--- config.mk ---
export PLATFORM = sky130hd
export DESIGN_NAME = teg_serial
export DESIGN_NICKNAME = d
export VERILOG_FILES = /design/src/rtl/teg_pkg.sv /design/src/rtl/teg_serial.sv
export SDC_FILE = /design/constraint.sdc
export NUM_CORES = 1
export LEC_CHECK = 0
export ABC_CLOCK_PERIOD_IN_PS = 13500
export CAP_MARGIN = 5
export CORE_AREA = 2 2 271 273
export CTS_CLUSTER_DIAMETER = 50
export DETAILED_ROUTE_END_ITERATION = 16
export DIE_AREA = 0 0 273 275
export DONT_BUFFER_PORTS = 1
export HOLD_SLACK_MARGIN = 0.05
export REMOVE_ABC_BUFFERS = 1
export SYNTH_ARGS = -nofsm -noshare
export SYNTH_HDL_FRONTEND = slang
export SYNTH_SLANG_ARGS = --single-unit
--- constraint.sdc ---
create_clock -name aclk -period 13.5 [get_ports aclk]
set_input_delay 0.675 -clock aclk [delete_from_list [all_inputs] [get_ports aclk]]
set_output_delay 0.675 -clock aclk [all_outputs]
set_load 0.01 [all_outputs]
--- src/rtl/teg_pkg.sv ---
// Shared constants, types and helper functions of the tetrahedron geometry core.
`timescale 1ns / 1ps
package teg_pkg;

    localparam int COORD_WIDTH    = 16;
    localparam int GRAD_FRAC_BITS = 16;
    localparam int COORD_FRAC     = 8;
    localparam int DIV_SHIFT      = GRAD_FRAC_BITS + COORD_FRAC;

    localparam int FIELD_W  = 16;
    localparam int NUM_IN   = 12;
    localparam int IN_W     = FIELD_W * NUM_IN;
    localparam int NUM_LANE = 9;
    localparam int NUM_NODE = 4;

    localparam int A_W     = COORD_WIDTH + 1;
    localparam int PROD_W  = 2 * A_W;
    localparam int COF_W   = PROD_W + 1;
    localparam int DETP_W  = A_W + COF_W;
    localparam int DET_W   = DETP_W + 2;
    localparam int MAG_W   = DET_W;
    localparam int NUM_W   = COF_W + DIV_SHIFT;
    localparam int Q_W     = 32;
    localparam int G_W     = 32;
    localparam int SUM_W   = G_W + 2;
    localparam int CMP_W   = (NUM_W - Q_W > MAG_W) ? NUM_W - Q_W : MAG_W;
    localparam int VOL_DIG = (MAG_W + 3) / 4;
    localparam int VS_W    = 4 * VOL_DIG;

    localparam int DET_OUT_W = 52;
    localparam int VOL_OUT_W = 50;
    localparam int OUT_W     = 200;

    typedef logic signed [A_W-1:0]       a_t;
    typedef logic signed [PROD_W-1:0]    prod_t;
    typedef logic signed [COF_W-1:0]     cof_t;
    typedef logic signed [DETP_W-1:0]    detp_t;
    typedef logic signed [DET_W-1:0]     det_t;
    typedef logic [COF_W-1:0]            mag_t;
    typedef logic [MAG_W-1:0]            dmag_t;
    typedef logic [NUM_W-1:0]            num_t;
    typedef logic [CMP_W-1:0]            cmp_t;
    typedef logic [Q_W-1:0]              q_t;
    typedef logic [VS_W-1:0]             vs_t;
    typedef logic signed [G_W-1:0]       grad_t;
    typedef logic signed [SUM_W-1:0]     sum_t;
    typedef logic signed [DET_OUT_W-1:0] det_out_t;
    typedef logic signed [VOL_OUT_W-1:0] vol_out_t;
    typedef logic [1:0]                  node_t;

    typedef cof_t [NUM_LANE-1:0] cof_vec_t;

    localparam node_t LAST_NODE = node_t'(NUM_NODE - 1);
    localparam grad_t G_MAX     = {1'b0, {(G_W-1){1'b1}}};
    localparam grad_t G_MIN     = {1'b1, {(G_W-1){1'b0}}};

    // determinant and cofactors, lane index is row * 3 + column
    typedef struct packed {
        det_t     det;
        cof_vec_t cof;
    } front_t;

    typedef struct packed {
        logic [NUM_LANE-1:0] neg;
        logic [NUM_LANE-1:0] sat;
        logic                sing;
        det_t                det;
        logic                det_neg;
    } div_info_t;

    typedef struct packed {
        q_t [NUM_LANE-1:0]   quo;
        div_info_t           info;
        vs_t                 vquo;
    } div_out_t;

    typedef struct packed {
        grad_t [NUM_NODE-1:0][2:0] g;
        det_t                      det;
        det_t                      vol;
        logic                      sing;
    } grad_set_t;

    typedef struct packed {
        node_t    node;
        grad_t    grad_x;
        grad_t    grad_y;
        grad_t    grad_z;
        det_out_t det_value;
        vol_out_t volume;
        logic     singular;
        logic     last;
    } res_t;

    function automatic a_t coord(logic [FIELD_W-1:0] f);
        return a_t'($signed(f[COORD_WIDTH-1:0]));
    endfunction

    function automatic grad_t sat_sum(sum_t v);
        if (v > sum_t'(G_MAX)) begin
            return G_MAX;
        end else if (v < sum_t'(G_MIN)) begin
            return G_MIN;
        end
        return grad_t'(v);
    endfunction

    // one radix-16 digit of a divide by six: returns {quotient digit, remainder}
    function automatic logic [6:0] div6_digit(logic [2:0] r, logic [3:0] d);
        logic [6:0]  x;
        logic [12:0] p;
        logic [3:0]  q;
        logic [6:0]  m6;
        x  = {r, d};
        p  = 13'(x) * 13'd43;
        q  = p[11:8];
        m6 = 7'(q) * 7'd6;
        return {q, 3'(x - m6)};
    endfunction

endpackage

--- src/rtl/teg_serial.sv ---
// Output register that issues the four node results of one element in order.
`timescale 1ns / 1ps
module teg_serial (
    input  logic               aclk,
    input  logic               aresetn,
    input  logic               in_valid,
    input  teg_pkg::grad_set_t in_set,
    output logic               take,
    output logic               m_valid,
    input  logic               m_ready,
    output teg_pkg::res_t      res
);

    logic               valid_reg, valid_next;
    teg_pkg::node_t     node_reg, node_next;
    teg_pkg::grad_set_t set_reg, set_next;

    // free, or the node 3 transfer completes this cycle
    assign take = !valid_reg || (m_ready && node_reg == teg_pkg::LAST_NODE);

    always_comb begin
        valid_next = valid_reg;
        node_next  = node_reg;
        set_next   = set_reg;
        if (take) begin
            valid_next = in_valid;
            node_next  = '0;
            set_next   = in_set;
        end else if (m_ready) begin
            node_next = node_reg + 2'd1;
        end
    end

    always_ff @(posedge aclk) begin
        if (!aresetn) begin
            valid_reg <= 1'b0;
            node_reg  <= '0;
        end else begin
            valid_reg <= valid_next;
            node_reg  <= node_next;
        end
    end

    always_ff @(posedge aclk) begin
        set_reg <= set_next;
    end

    assign m_valid       = valid_reg;
    assign res.node      = node_reg;
    assign res.grad_x    = set_reg.g[node_reg][0];
    assign res.grad_y    = set_reg.g[node_reg][1];
    assign res.grad_z    = set_reg.g[node_reg][2];
    assign res.det_value = teg_pkg::det_out_t'(set_reg.det);
    assign res.volume    = teg_pkg::vol_out_t'(set_reg.vol);
    assign res.singular  = set_reg.sing;
    assign res.last      = (node_reg == teg_pkg::LAST_NODE);

endmodule

==> results_dict.tcl <==
set metrics [dict create \
    drt_iter0_drc 640 \
    seq_area_frac_synth_pct 82.20 \
    r2r_setup_slack_ns 9.07 \
    endpoint "set_reg[301]$_DFFE_PP_" \
    place_ws_ns 9.008 \
    cts_tree "done" \
    io_buffer_count 0 \
    syn2layout_area_growth_pct 12.36 \
    rows 99 \
    synthAdderAreaFrac_pct 0.07004 \
    timing.final.ws_setup_ns 9.066 \
    ff2ff_path_depth 5 \
    fin_crit_ns 4.434 \
    synthSimpleGateAreaFrac_pct 0.1821 \
    drt-total-wl_um 39040 \
    cp.arrival_ns 4.64 \
    clock_latency_ns 0.60 \
    path_class "reg2reg" \
    critPathMaxStageDelay_ns 0.98 \
    wl_per_cell_um 23.43 \
    path_clk_slew_ns 0.06 \
    dr.pass1.iters 4 \
    coreArea_mm2 0.07234 \
    cp_max_fo 95 \
    grt_overflow 0 \
    p_leak_nw 6.390 \
    path_common_cell "buf_4" \
    rsz0062_at_grt "no" \
    layout-drive-gt1-share_pct 27.70 \
    cp_slowest_cell "buf_4" \
    crit_chain "ha_1 > a21boi_0 > inv_8 > buf_4 > buf_4" \
    hold_class "in2reg" \
    synth_mux_area_share_pct 12.10 \
    clockBufferDepth 3 \
    largest_register_ffs 384 \
    finish.instance_area_mm2 0.02007 \
    grt_pass1_vias 7093 \
    io_pins 701 \
    grt_antenna_before_repair 10 \
    yosys_most_used_dff "edfxtp_1" \
    r2r-end "set_reg[301]$_DFFE_PP_" \
    finalMaxSlewViolations 0 \
    route.detailed.drc 0 \
    period_share_pct 32.84 \
    synth.avg_cell_area_um2 24.74 \
    cts_root_buf "clkbuf_16" \
    dpl_cell_area_mm2 0.01820 \
    die_h_um 275 \
    fmax_mhz 225.5 \
    ctsHoldBuffers 0 \
    synthTopCellsByArea "edfxtp_1, mux4_2, buf_4, buf_12, dfxtp_1" \
    cts_buffers 54 \
    endpoint_kind "register" \
    maxCapViolCount 0 \
    cp.required_ns 13.70 \
    yosysTopAreaCell "edfxtp_1" \
    gp_congestion 0.8023 \
    synth_top_family_by_area "multiplexers" \
    synth_edf_count 487 \
    irDropWorstVdd_v 0.0001549 \
    status "finished clean" \
    async_reset_ff_share_pct 0 \
    syn_area_mm2 0.01786 \
    ys_types 17 \
    initial_core_util_pct 24.69 \
    ys_seq_elements 490 \
    nets 1158 \
    cts_setup_buffers 0 \
    synth_compound_area_share_pct 0.1401 \
    ctsHtreeMaxLevel 2 \
    start_kind "register" \
    die_area_mm2 0.07508 \
    hold_viol 0 \
    clock-sinks 490 \
    grt_use_total_pct 9.532 \
    ant_nets 0 \
    num_vias 6786 \
    finalSetupViolCount 0 \
    skew_ns 0.01309 \
    via_per_inst 4.073 \
    slew_headroom_pct 22.03 \
    reg2reg_from "node_reg[1]$_SDFFE_PP0P_" \
    dp_hpwl_um 27630 \
    grt_max_degree 168 \
    cts_resized 0 \
    synth_top_area_share_pct 81.87 \
    synthesis.instances 722 \
    worst_slew_pin_slew_ns 1.169 \
    die_w_um 273 \
    grt_pass1_wl_um 51120 \
    startpoint "node_reg[1]$_SDFFE_PP0P_" \
    synth-xor-area-share_pct 0 \
    p_per_area_mw_per_mm2 173.0 \
    yosysWarnings 0 \
]
[synth_stat cells, types with 2 or more instances]
cell      instances
edfxtp_1        487
buf_4           109
mux4_2           96
nand2b_1          2
clkbuf_1          5
dfxtp_1           3
buf_2             7
a21oi_1           2
buf_12            3
[per-stage QoR]
step                      utilization, %  std cells  hold WS [ns]  TNS, ns  total power [mW]
after floorplan                        -        597        0.4883  -764.61             1.996
after global placement             25.16       1563        0.5786        0             1.999
after detailed placement           25.16       1563        0.5664        0             2.006
after CTS                          27.74       1663        0.1169        0             3.523
after global routing               27.75       1666        0.1239        0             3.591
final                              27.75       1666        0.1698        0             3.472
[worst max-delay path, delay by kind of cell (launching register included)]
family	cells	cell delay, ns
buffers and inverters	3	2.24
DFF	1	0.84
AOI/OAI and AO/OA	1	0.30
adders and majority gates	1	0.44
[report_power, final]
part | internal (mW) | switching (mW) | total [mW]
Combinational | 0.0412 | 0.0736 | 0.115
Sequential | 1.81 | 0.0526 | 1.86
Clock | 0.892 | 0.607 | 1.50
[per-layer routing]
layer / GRT usage (%) / routed length, µm
met5: 0 / 56
met4: 4.386 / 1262
met3: 4.032 / 3904
met2: 17.20 / 21130
met1: 9.488 / 12680
[kinds of logic (layout without fill, tap and decap cells)]
group	after synthesis	in the layout
compound gates	4	4
fa+ha+maj	1	1
buf+inv	126	108
flops	490	490
mux	96	96
other cells	0	3
simple gates	5	5
[placed cells by master (no fill, tap or decap)]
master      instances
clkbuf_16          55
clkinvlp_4          4
diode_2             3
inv_6               6
buf_4               6
clkinv_2            9
o21a_1              1
dfxtp_4             2
inv_16              1
bufinv_16           7
ha_1                1
clkbuf_1            4
nand3b_1            1
clkinv_1            7
or3b_1              1
dfxtp_1             1
inv_8               3
a21oi_1             2
clkinv_4            2
mux4_2             96
nand2_1             1
a21boi_0            1
nand2b_1            2
clkinv_8            3
buf_12              1
edfxtp_1          487
[layout make-up]
class | instances | area, µm²
Sequential cell | 490 | 14690
Multi-Input combinational cell | 106 | 2232
Timing Repair Buffer | 7 | 65.06
Clock inverter | 41 | 473.0
Clock buffer | 59 | 1391
Antenna cell | 3 | 7.507
Tap cell | 959 | 1200
Fill cell | 7089 | 52270
Inverter | 1 | 11.26
[worst min path at each step]
stage	startpoint	to	slack (ns)	cells past startpoint
floorplan	m_valid$_SDFFE_PN0P_	node_reg[0]$_SDFFE_PP0P_	0.49	2
global placement	m_valid$_SDFFE_PN0P_	node_reg[0]$_SDFFE_PP0P_	0.58	2
detailed placement	m_valid$_SDFFE_PN0P_	node_reg[0]$_SDFFE_PP0P_	0.57	2
CTS	in_set[386]	set_reg[386]$_DFFE_PP_	0.12	0
global route	in_set[74]	res[71]$_DFFE_PP_	0.12	0
finish	in_set[192]	set_reg[192]$_DFFE_PP_	0.17	0
Power figures use the tool's default switching activity.
