==> src/rtl/teg_pkg.sv <==
// Shared constants, types and helper functions of the tetrahedron geometry core.
`timescale 1ns / 1ps
package teg_pkg;

    localparam int COORD_WIDTH    = 16;
    localparam int GRAD_FRAC_BITS = 16;
    localparam int COORD_FRAC     = 8;
    localparam int DIV_SHIFT      = GRAD_FRAC_BITS + COORD_FRAC;

    localparam int FIELD_W  = 16;
    localparam int NUM_IN   = 12;
    localparam int IN_W     = FIELD_W * NUM_IN;
    localparam int NUM_LANE = 9;
    localparam int NUM_NODE = 4;

    localparam int A_W     = COORD_WIDTH + 1;
    localparam int PROD_W  = 2 * A_W;
    localparam int COF_W   = PROD_W + 1;
    localparam int DETP_W  = A_W + COF_W;
    localparam int DET_W   = DETP_W + 2;
    localparam int MAG_W   = DET_W;
    localparam int NUM_W   = COF_W + DIV_SHIFT;
    localparam int Q_W     = 32;
    localparam int G_W     = 32;
    localparam int SUM_W   = G_W + 2;
    localparam int CMP_W   = (NUM_W - Q_W > MAG_W) ? NUM_W - Q_W : MAG_W;
    localparam int VOL_DIG = (MAG_W + 3) / 4;
    localparam int VS_W    = 4 * VOL_DIG;

    localparam int DET_OUT_W = 52;
    localparam int VOL_OUT_W = 50;
    localparam int OUT_W     = 200;

    typedef logic signed [A_W-1:0]       a_t;
    typedef logic signed [PROD_W-1:0]    prod_t;
    typedef logic signed [COF_W-1:0]     cof_t;
    typedef logic signed [DETP_W-1:0]    detp_t;
    typedef logic signed [DET_W-1:0]     det_t;
    typedef logic [COF_W-1:0]            mag_t;
    typedef logic [MAG_W-1:0]            dmag_t;
    typedef logic [NUM_W-1:0]            num_t;
    typedef logic [CMP_W-1:0]            cmp_t;
    typedef logic [Q_W-1:0]              q_t;
    typedef logic [VS_W-1:0]             vs_t;
    typedef logic signed [G_W-1:0]       grad_t;
    typedef logic signed [SUM_W-1:0]     sum_t;
    typedef logic signed [DET_OUT_W-1:0] det_out_t;
    typedef logic signed [VOL_OUT_W-1:0] vol_out_t;
    typedef logic [1:0]                  node_t;

    typedef cof_t [NUM_LANE-1:0] cof_vec_t;

    localparam node_t LAST_NODE = node_t'(NUM_NODE - 1);
    localparam grad_t G_MAX     = {1'b0, {(G_W-1){1'b1}}};
    localparam grad_t G_MIN     = {1'b1, {(G_W-1){1'b0}}};

    // determinant and cofactors, lane index is row * 3 + column
    typedef struct packed {
        det_t     det;
        cof_vec_t cof;
    } front_t;

    typedef struct packed {
        logic [NUM_LANE-1:0] neg;
        logic [NUM_LANE-1:0] sat;
        logic                sing;
        det_t                det;
        logic                det_neg;
    } div_info_t;

    typedef struct packed {
        q_t [NUM_LANE-1:0]   quo;
        div_info_t           info;
        vs_t                 vquo;
    } div_out_t;

    typedef struct packed {
        grad_t [NUM_NODE-1:0][2:0] g;
        det_t                      det;
        det_t                      vol;
        logic                      sing;
    } grad_set_t;

    typedef struct packed {
        node_t    node;
        grad_t    grad_x;
        grad_t    grad_y;
        grad_t    grad_z;
        det_out_t det_value;
        vol_out_t volume;
        logic     singular;
        logic     last;
    } res_t;

    function automatic a_t coord(logic [FIELD_W-1:0] f);
        return a_t'($signed(f[COORD_WIDTH-1:0]));
    endfunction

    function automatic grad_t sat_sum(sum_t v);
        if (v > sum_t'(G_MAX)) begin
            return G_MAX;
        end else if (v < sum_t'(G_MIN)) begin
            return G_MIN;
        end
        return grad_t'(v);
    endfunction

    // one radix-16 digit of a divide by six: returns {quotient digit, remainder}
    function automatic logic [6:0] div6_digit(logic [2:0] r, logic [3:0] d);
        logic [6:0]  x;
        logic [12:0] p;
        logic [3:0]  q;
        logic [6:0]  m6;
        x  = {r, d};
        p  = 13'(x) * 13'd43;
        q  = p[11:8];
        m6 = 7'(q) * 7'd6;
        return {q, 3'(x - m6)};
    endfunction

endpackage

==> src/rtl/teg_grad.sv <==
// Gradient stages: sign and saturate inverse entries, signed volume, node 0 row.
`timescale 1ns / 1ps
module teg_grad (
    input  logic               aclk,
    input  logic               aresetn,
    input  logic               adv,
    input  logic               in_valid,
    input  teg_pkg::div_out_t  in_data,
    output logic               out_valid,
    output teg_pkg::grad_set_t out_set
);

    localparam int NL = teg_pkg::NUM_LANE;

    logic [1:0]         valid_reg;
    teg_pkg::grad_t     g1_next [NL];
    teg_pkg::grad_t     g1_reg  [NL];
    teg_pkg::det_t      vol1_next, vol1_reg;
    teg_pkg::det_t      det1_reg;
    logic               sing1_reg;
    teg_pkg::grad_set_t set_next, set_reg;

    always_comb begin
        teg_pkg::q_t   q;
        teg_pkg::det_t vmag;
        teg_pkg::sum_t s;

        for (int l = 0; l < NL; l++) begin
            q = in_data.quo[l];
            if (in_data.info.sing) begin
                g1_next[l] = '0;
            end else if (in_data.info.neg[l]) begin
                if (in_data.info.sat[l] || q > teg_pkg::q_t'(teg_pkg::G_MIN)) begin
                    g1_next[l] = teg_pkg::G_MIN;
                end else begin
                    g1_next[l] = teg_pkg::grad_t'(teg_pkg::q_t'(0) - q);
                end
            end else begin
                if (in_data.info.sat[l] || q[teg_pkg::Q_W-1]) begin
                    g1_next[l] = teg_pkg::G_MAX;
                end else begin
                    g1_next[l] = teg_pkg::grad_t'(q);
                end
            end
        end
        vmag      = teg_pkg::det_t'(in_data.vquo);
        vol1_next = in_data.info.det_neg ? -vmag : vmag;

        // node 0 is the negated sum of the three rows
        for (int c = 0; c < 3; c++) begin
            s = teg_pkg::sum_t'(g1_reg[c]) + teg_pkg::sum_t'(g1_reg[3+c])
              + teg_pkg::sum_t'(g1_reg[6+c]);
            set_next.g[0][c] = teg_pkg::sat_sum(-s);
            for (int r = 0; r < 3; r++) begin
                set_next.g[r+1][c] = g1_reg[r*3+c];
            end
        end
        set_next.det  = det1_reg;
        set_next.vol  = vol1_reg;
        set_next.sing = sing1_reg;
    end

    always_ff @(posedge aclk) begin
        if (!aresetn) begin
            valid_reg <= '0;
        end else if (adv) begin
            valid_reg <= {valid_reg[0], in_valid};
        end
    end

    always_ff @(posedge aclk) begin
        if (adv) begin
            g1_reg    <= g1_next;
            vol1_reg  <= vol1_next;
            det1_reg  <= in_data.info.det;
            sing1_reg <= in_data.info.sing;
            set_reg   <= set_next;
        end
    end

    assign out_valid = valid_reg[1];
    assign out_set   = set_reg;

endmodule

==> config.mk <==
export PLATFORM = sky130hd
export DESIGN_NAME = teg_grad
export DESIGN_NICKNAME = d
export VERILOG_FILES = /design/src/rtl/teg_pkg.sv /design/src/rtl/teg_grad.sv
export SDC_FILE = /design/constraint.sdc
export NUM_CORES = 2
export LEC_CHECK = 0
export BUFFER_PORTS_ARGS = -buffer_cell sky130_fd_sc_hd__buf_2
export CAP_MARGIN = 20
export CORE_AREA = 2 2 358 360
export DETAILED_ROUTE_END_ITERATION = 10
export DIE_AREA = 0 0 360 362
export PLACE_DENSITY = 0.66
export SETUP_SLACK_MARGIN = 0.3
export SKIP_CTS_REPAIR_TIMING = 1
export SYNTH_ARGS = -nofsm -noshare
export SYNTH_HDL_FRONTEND = slang
export SYNTH_SLANG_ARGS = --single-unit
==> constraint.sdc <==
create_clock -name aclk -period 4.05 [get_ports aclk]
set_clock_uncertainty 0.15 [all_clocks]
set_input_delay 0.6075 -clock aclk [delete_from_list [all_inputs] [get_ports aclk]]
set_output_delay 0.6075 -clock aclk [all_outputs]
set_load 0.1 [all_outputs]
==> reports/summary.txt <==
Status = finished, violations left
Failing checks = negative setup slack
CTS H-tree lvls = 3
Core area = 127000 µm²
Port bufs = 913
All-Layer GR Usage = 25.5%
R2R setup slack = -0.14 ns
Worst relative slew slack = 30.6%
CTS tree = built
Worst vdd ir = 707 µV
CP Capture Type = flip-flop
Critical Path RT = 4.34 ns
Cells after synthesis = 4211
Setup Viol. Count Final = 93
Worst skew pair latency = 0.70 ns
Fmax = 238 MHz
WHS = 0.0235 ns
CTS Root Cell = clkbuf_16
Crit share post-route = 104%
Tightest Pin Transition = 1.04 ns
Fin crit period = 4.19 ns
Die extent in y = 362 µm
Synth area leader = edfxtp_1
Combinational share of power = 46.7%
Clk sinks = 892
Post-synthesis cell area = 47800 µm²
Switch share = 42.5%
Final wirelength = 176 mm
Chip width = 360 µm
# rows = 131
DRC viols = 0
Fillers = 11307
CP Max Fanout = 7
Initial antenna violation count = 71
Pwr Total = 41.2 mW
Mapped Avg Cell Area = 11.4 µm²
Layout cell share with drive strength beyond 1 = 31.2%
Ys Warns = 0
Finished Cell Area = 62700 µm²
Placed wire-length estimate = 137 mm
Num CTS Buffers = 98
Largest net degree at the start of global routing = 158
Unrepaired setup endpoints after global routing = yes
Top_reg_cell synth = edfxtp_1
Die area = 130000 µm²
Min-delay worst type = input port to flip-flop
Post-synthesis sequential area ratio = 56.0%
Layout net count = 6231
Placed cell area = 56900 µm²
ANT nets after route = 0
Critical path type = flip-flop to flip-flop
Switching power total = 17.5 mW
Post-Place Cells = 6971
Initial drt markers = 4258
Arrival @ worst endpoint = 4.48 ns
Area share of the leading cell type in the synthesized netlist = 55.9%
Via count = 40110
Reg area = 26800 µm²
Most frequent cell after synthesis = edfxtp_1
Pint = 23.7 mW
Clock Path Buffers = 3
Sequential share of power = 30.6%
Initial Util = 37.7%
Commonest cells in the netlist = edfxtp_1 (890), inv_1 (363), nor2_1 (329), nand2_1 (291), a21oi_1 (283)
Async S/R FF share, synth = 0%
Syn_nets = 4937
Layout Cells excl Fill = 7281
I/O pins = 916
Unique masters post-synth = 81
Max_cap viols = 0
Layout overhead on the synthesized area = 31.2%
GPL Wtd Cong = 0.968
Multi-input combinational cell area = 20400 µm²
First-pass GRT wire length = 247 mm
Critical Path Start Type = flip-flop
Via/cell ratio = 5.51
Fin. max-slew vios = 0
Vias in the first global route = 37580
Largest register FFs = 493
Top cells by area, synth = edfxtp_1 (56%), ha_1 (5.4%), fa_1 (4.0%), a21oi_1 (3.0%), inv_1 (2.8%)
Clock slew at reported path FFs = 0.07 ns
Leakage = 25.3 nW
First-pass iteration count of the detailed router = 5
Final setup margin = -0.144 ns
Grt total ovfl = 0
Clock share of power = 22.7%
Final hold vios = 0
Pwr dens = 657 nW/µm²
Wire length per cell = 24.2 µm
Post-synth EDFFs = 890
Yosys reg bits = 892
==> placed cells by master (no fill, tap or decap), types with 56 or more instances in the layout <==
master / count
clkbuf_16: 105
inv_1: 321
nor2_1: 326
a31oi_1: 89
nand2_1: 285
buf_4: 362
buf_2: 911
fa_1: 91
a21oi_1: 260
o21ai_0: 199
or3_1: 92
xnor2_1: 101
nor3_1: 113
a211oi_1: 63
o21ai_2: 58
edfxtp_1: 890
ha_1: 158
a21o_1: 95
o31ai_1: 66
dlygate4sd3_1: 56
==> path summary, 6_finish.rpt <==
kind | start | to | cells after the start
setup reg to reg | g1_reg[161] | out_set[136] | 16
hold / removal | in_valid | valid_reg[0] | 3
setup / recovery | g1_reg[161] | out_set[136] | 16
hold reg to reg | det1_reg[1] | out_set[56] | 0
==> power by group through the flow <==
stage	Sequential, mW	Combinational [mW]	Clock, mW
after global routing	12.7	20.3	9.87
after CTS	12.6	16.6	9.55
final	12.6	19.2	9.36
after global placement	12.8	16.4	0
after detailed placement	12.8	16.6	0
after floorplan	18.2	5.92	0
==> stage by stage <==
stage	setup slack, ns	utilization [%]	TNS (ns)
floorplan	-0.0628	-	-1.81
global placement	-0.208	44.9	-15.51
detailed placement	-0.284	44.9	-20.03
CTS	-0.327	47.6	-23.15
global route	-0.285	49.5	-21.13
finish	-0.144	49.5	-10.10
==> cell type report <==
cell class                 instances  area share [%]
sequential                       892            42.7
multi-input combinational       2775            32.6
timing repair buffer            1375            13.8
clock buffer                     113            4.03
tap                             1662            3.32
inverter                         363            2.17
clock inverter                    64            1.30
antenna                           37           0.148
==> worst max-delay path: stages, from the launching register on <==
cell	delay [ns]
edfxtp_1	0.50
ha_4	0.28
fa_1	0.51
inv_2	0.05
ha_4	0.15
fa_2	0.37
a21oi_2	0.18
o22ai_2	0.10
nand4_1	0.19
a21oi_4	0.12
buf_6	0.15
o31ai_4	0.30
a21oi_2	0.11
xor2_2	0.22
a21oi_4	0.29
buf_6	0.20
o21ai_2	0.06
==> routing by layer <==
layer / up-vias / GRT usage, % / part of all wire, % / routed length (µm)
met3: 393 / 7.03 / 9.8 / 17300
li1: 18304 / - / - / -
met2: 1853 / 40.3 / 46 / 81800
met5: - / 0 / 0.22 / 384
met1: 19498 / 33.0 / 39 / 69200
met4: 62 / 10.7 / 4.2 / 7380
==> cells by family (layout without fill, tap and decap cells) <==
| kind of cell | after synthesis | in the layout | share of synthesized area, % |
|---|---|---|---|
| adder cells (fa/ha/maj) | 304 | 304 | 9.46 |
| XOR/XNOR | 150 | 150 | 2.75 |
| AO/OA/AOI/OAI | 1114 | 1114 | 14.6 |
| AND/OR/NAND/NOR | 1198 | 1198 | 12.7 |
| other | 0 | 37 | 0 |
| flip-flops | 892 | 892 | 56.0 |
| buffers and inverters | 544 | 1915 | 4.28 |
| multiplexers | 9 | 9 | 0.188 |
(Power assumes the default switching activity.)
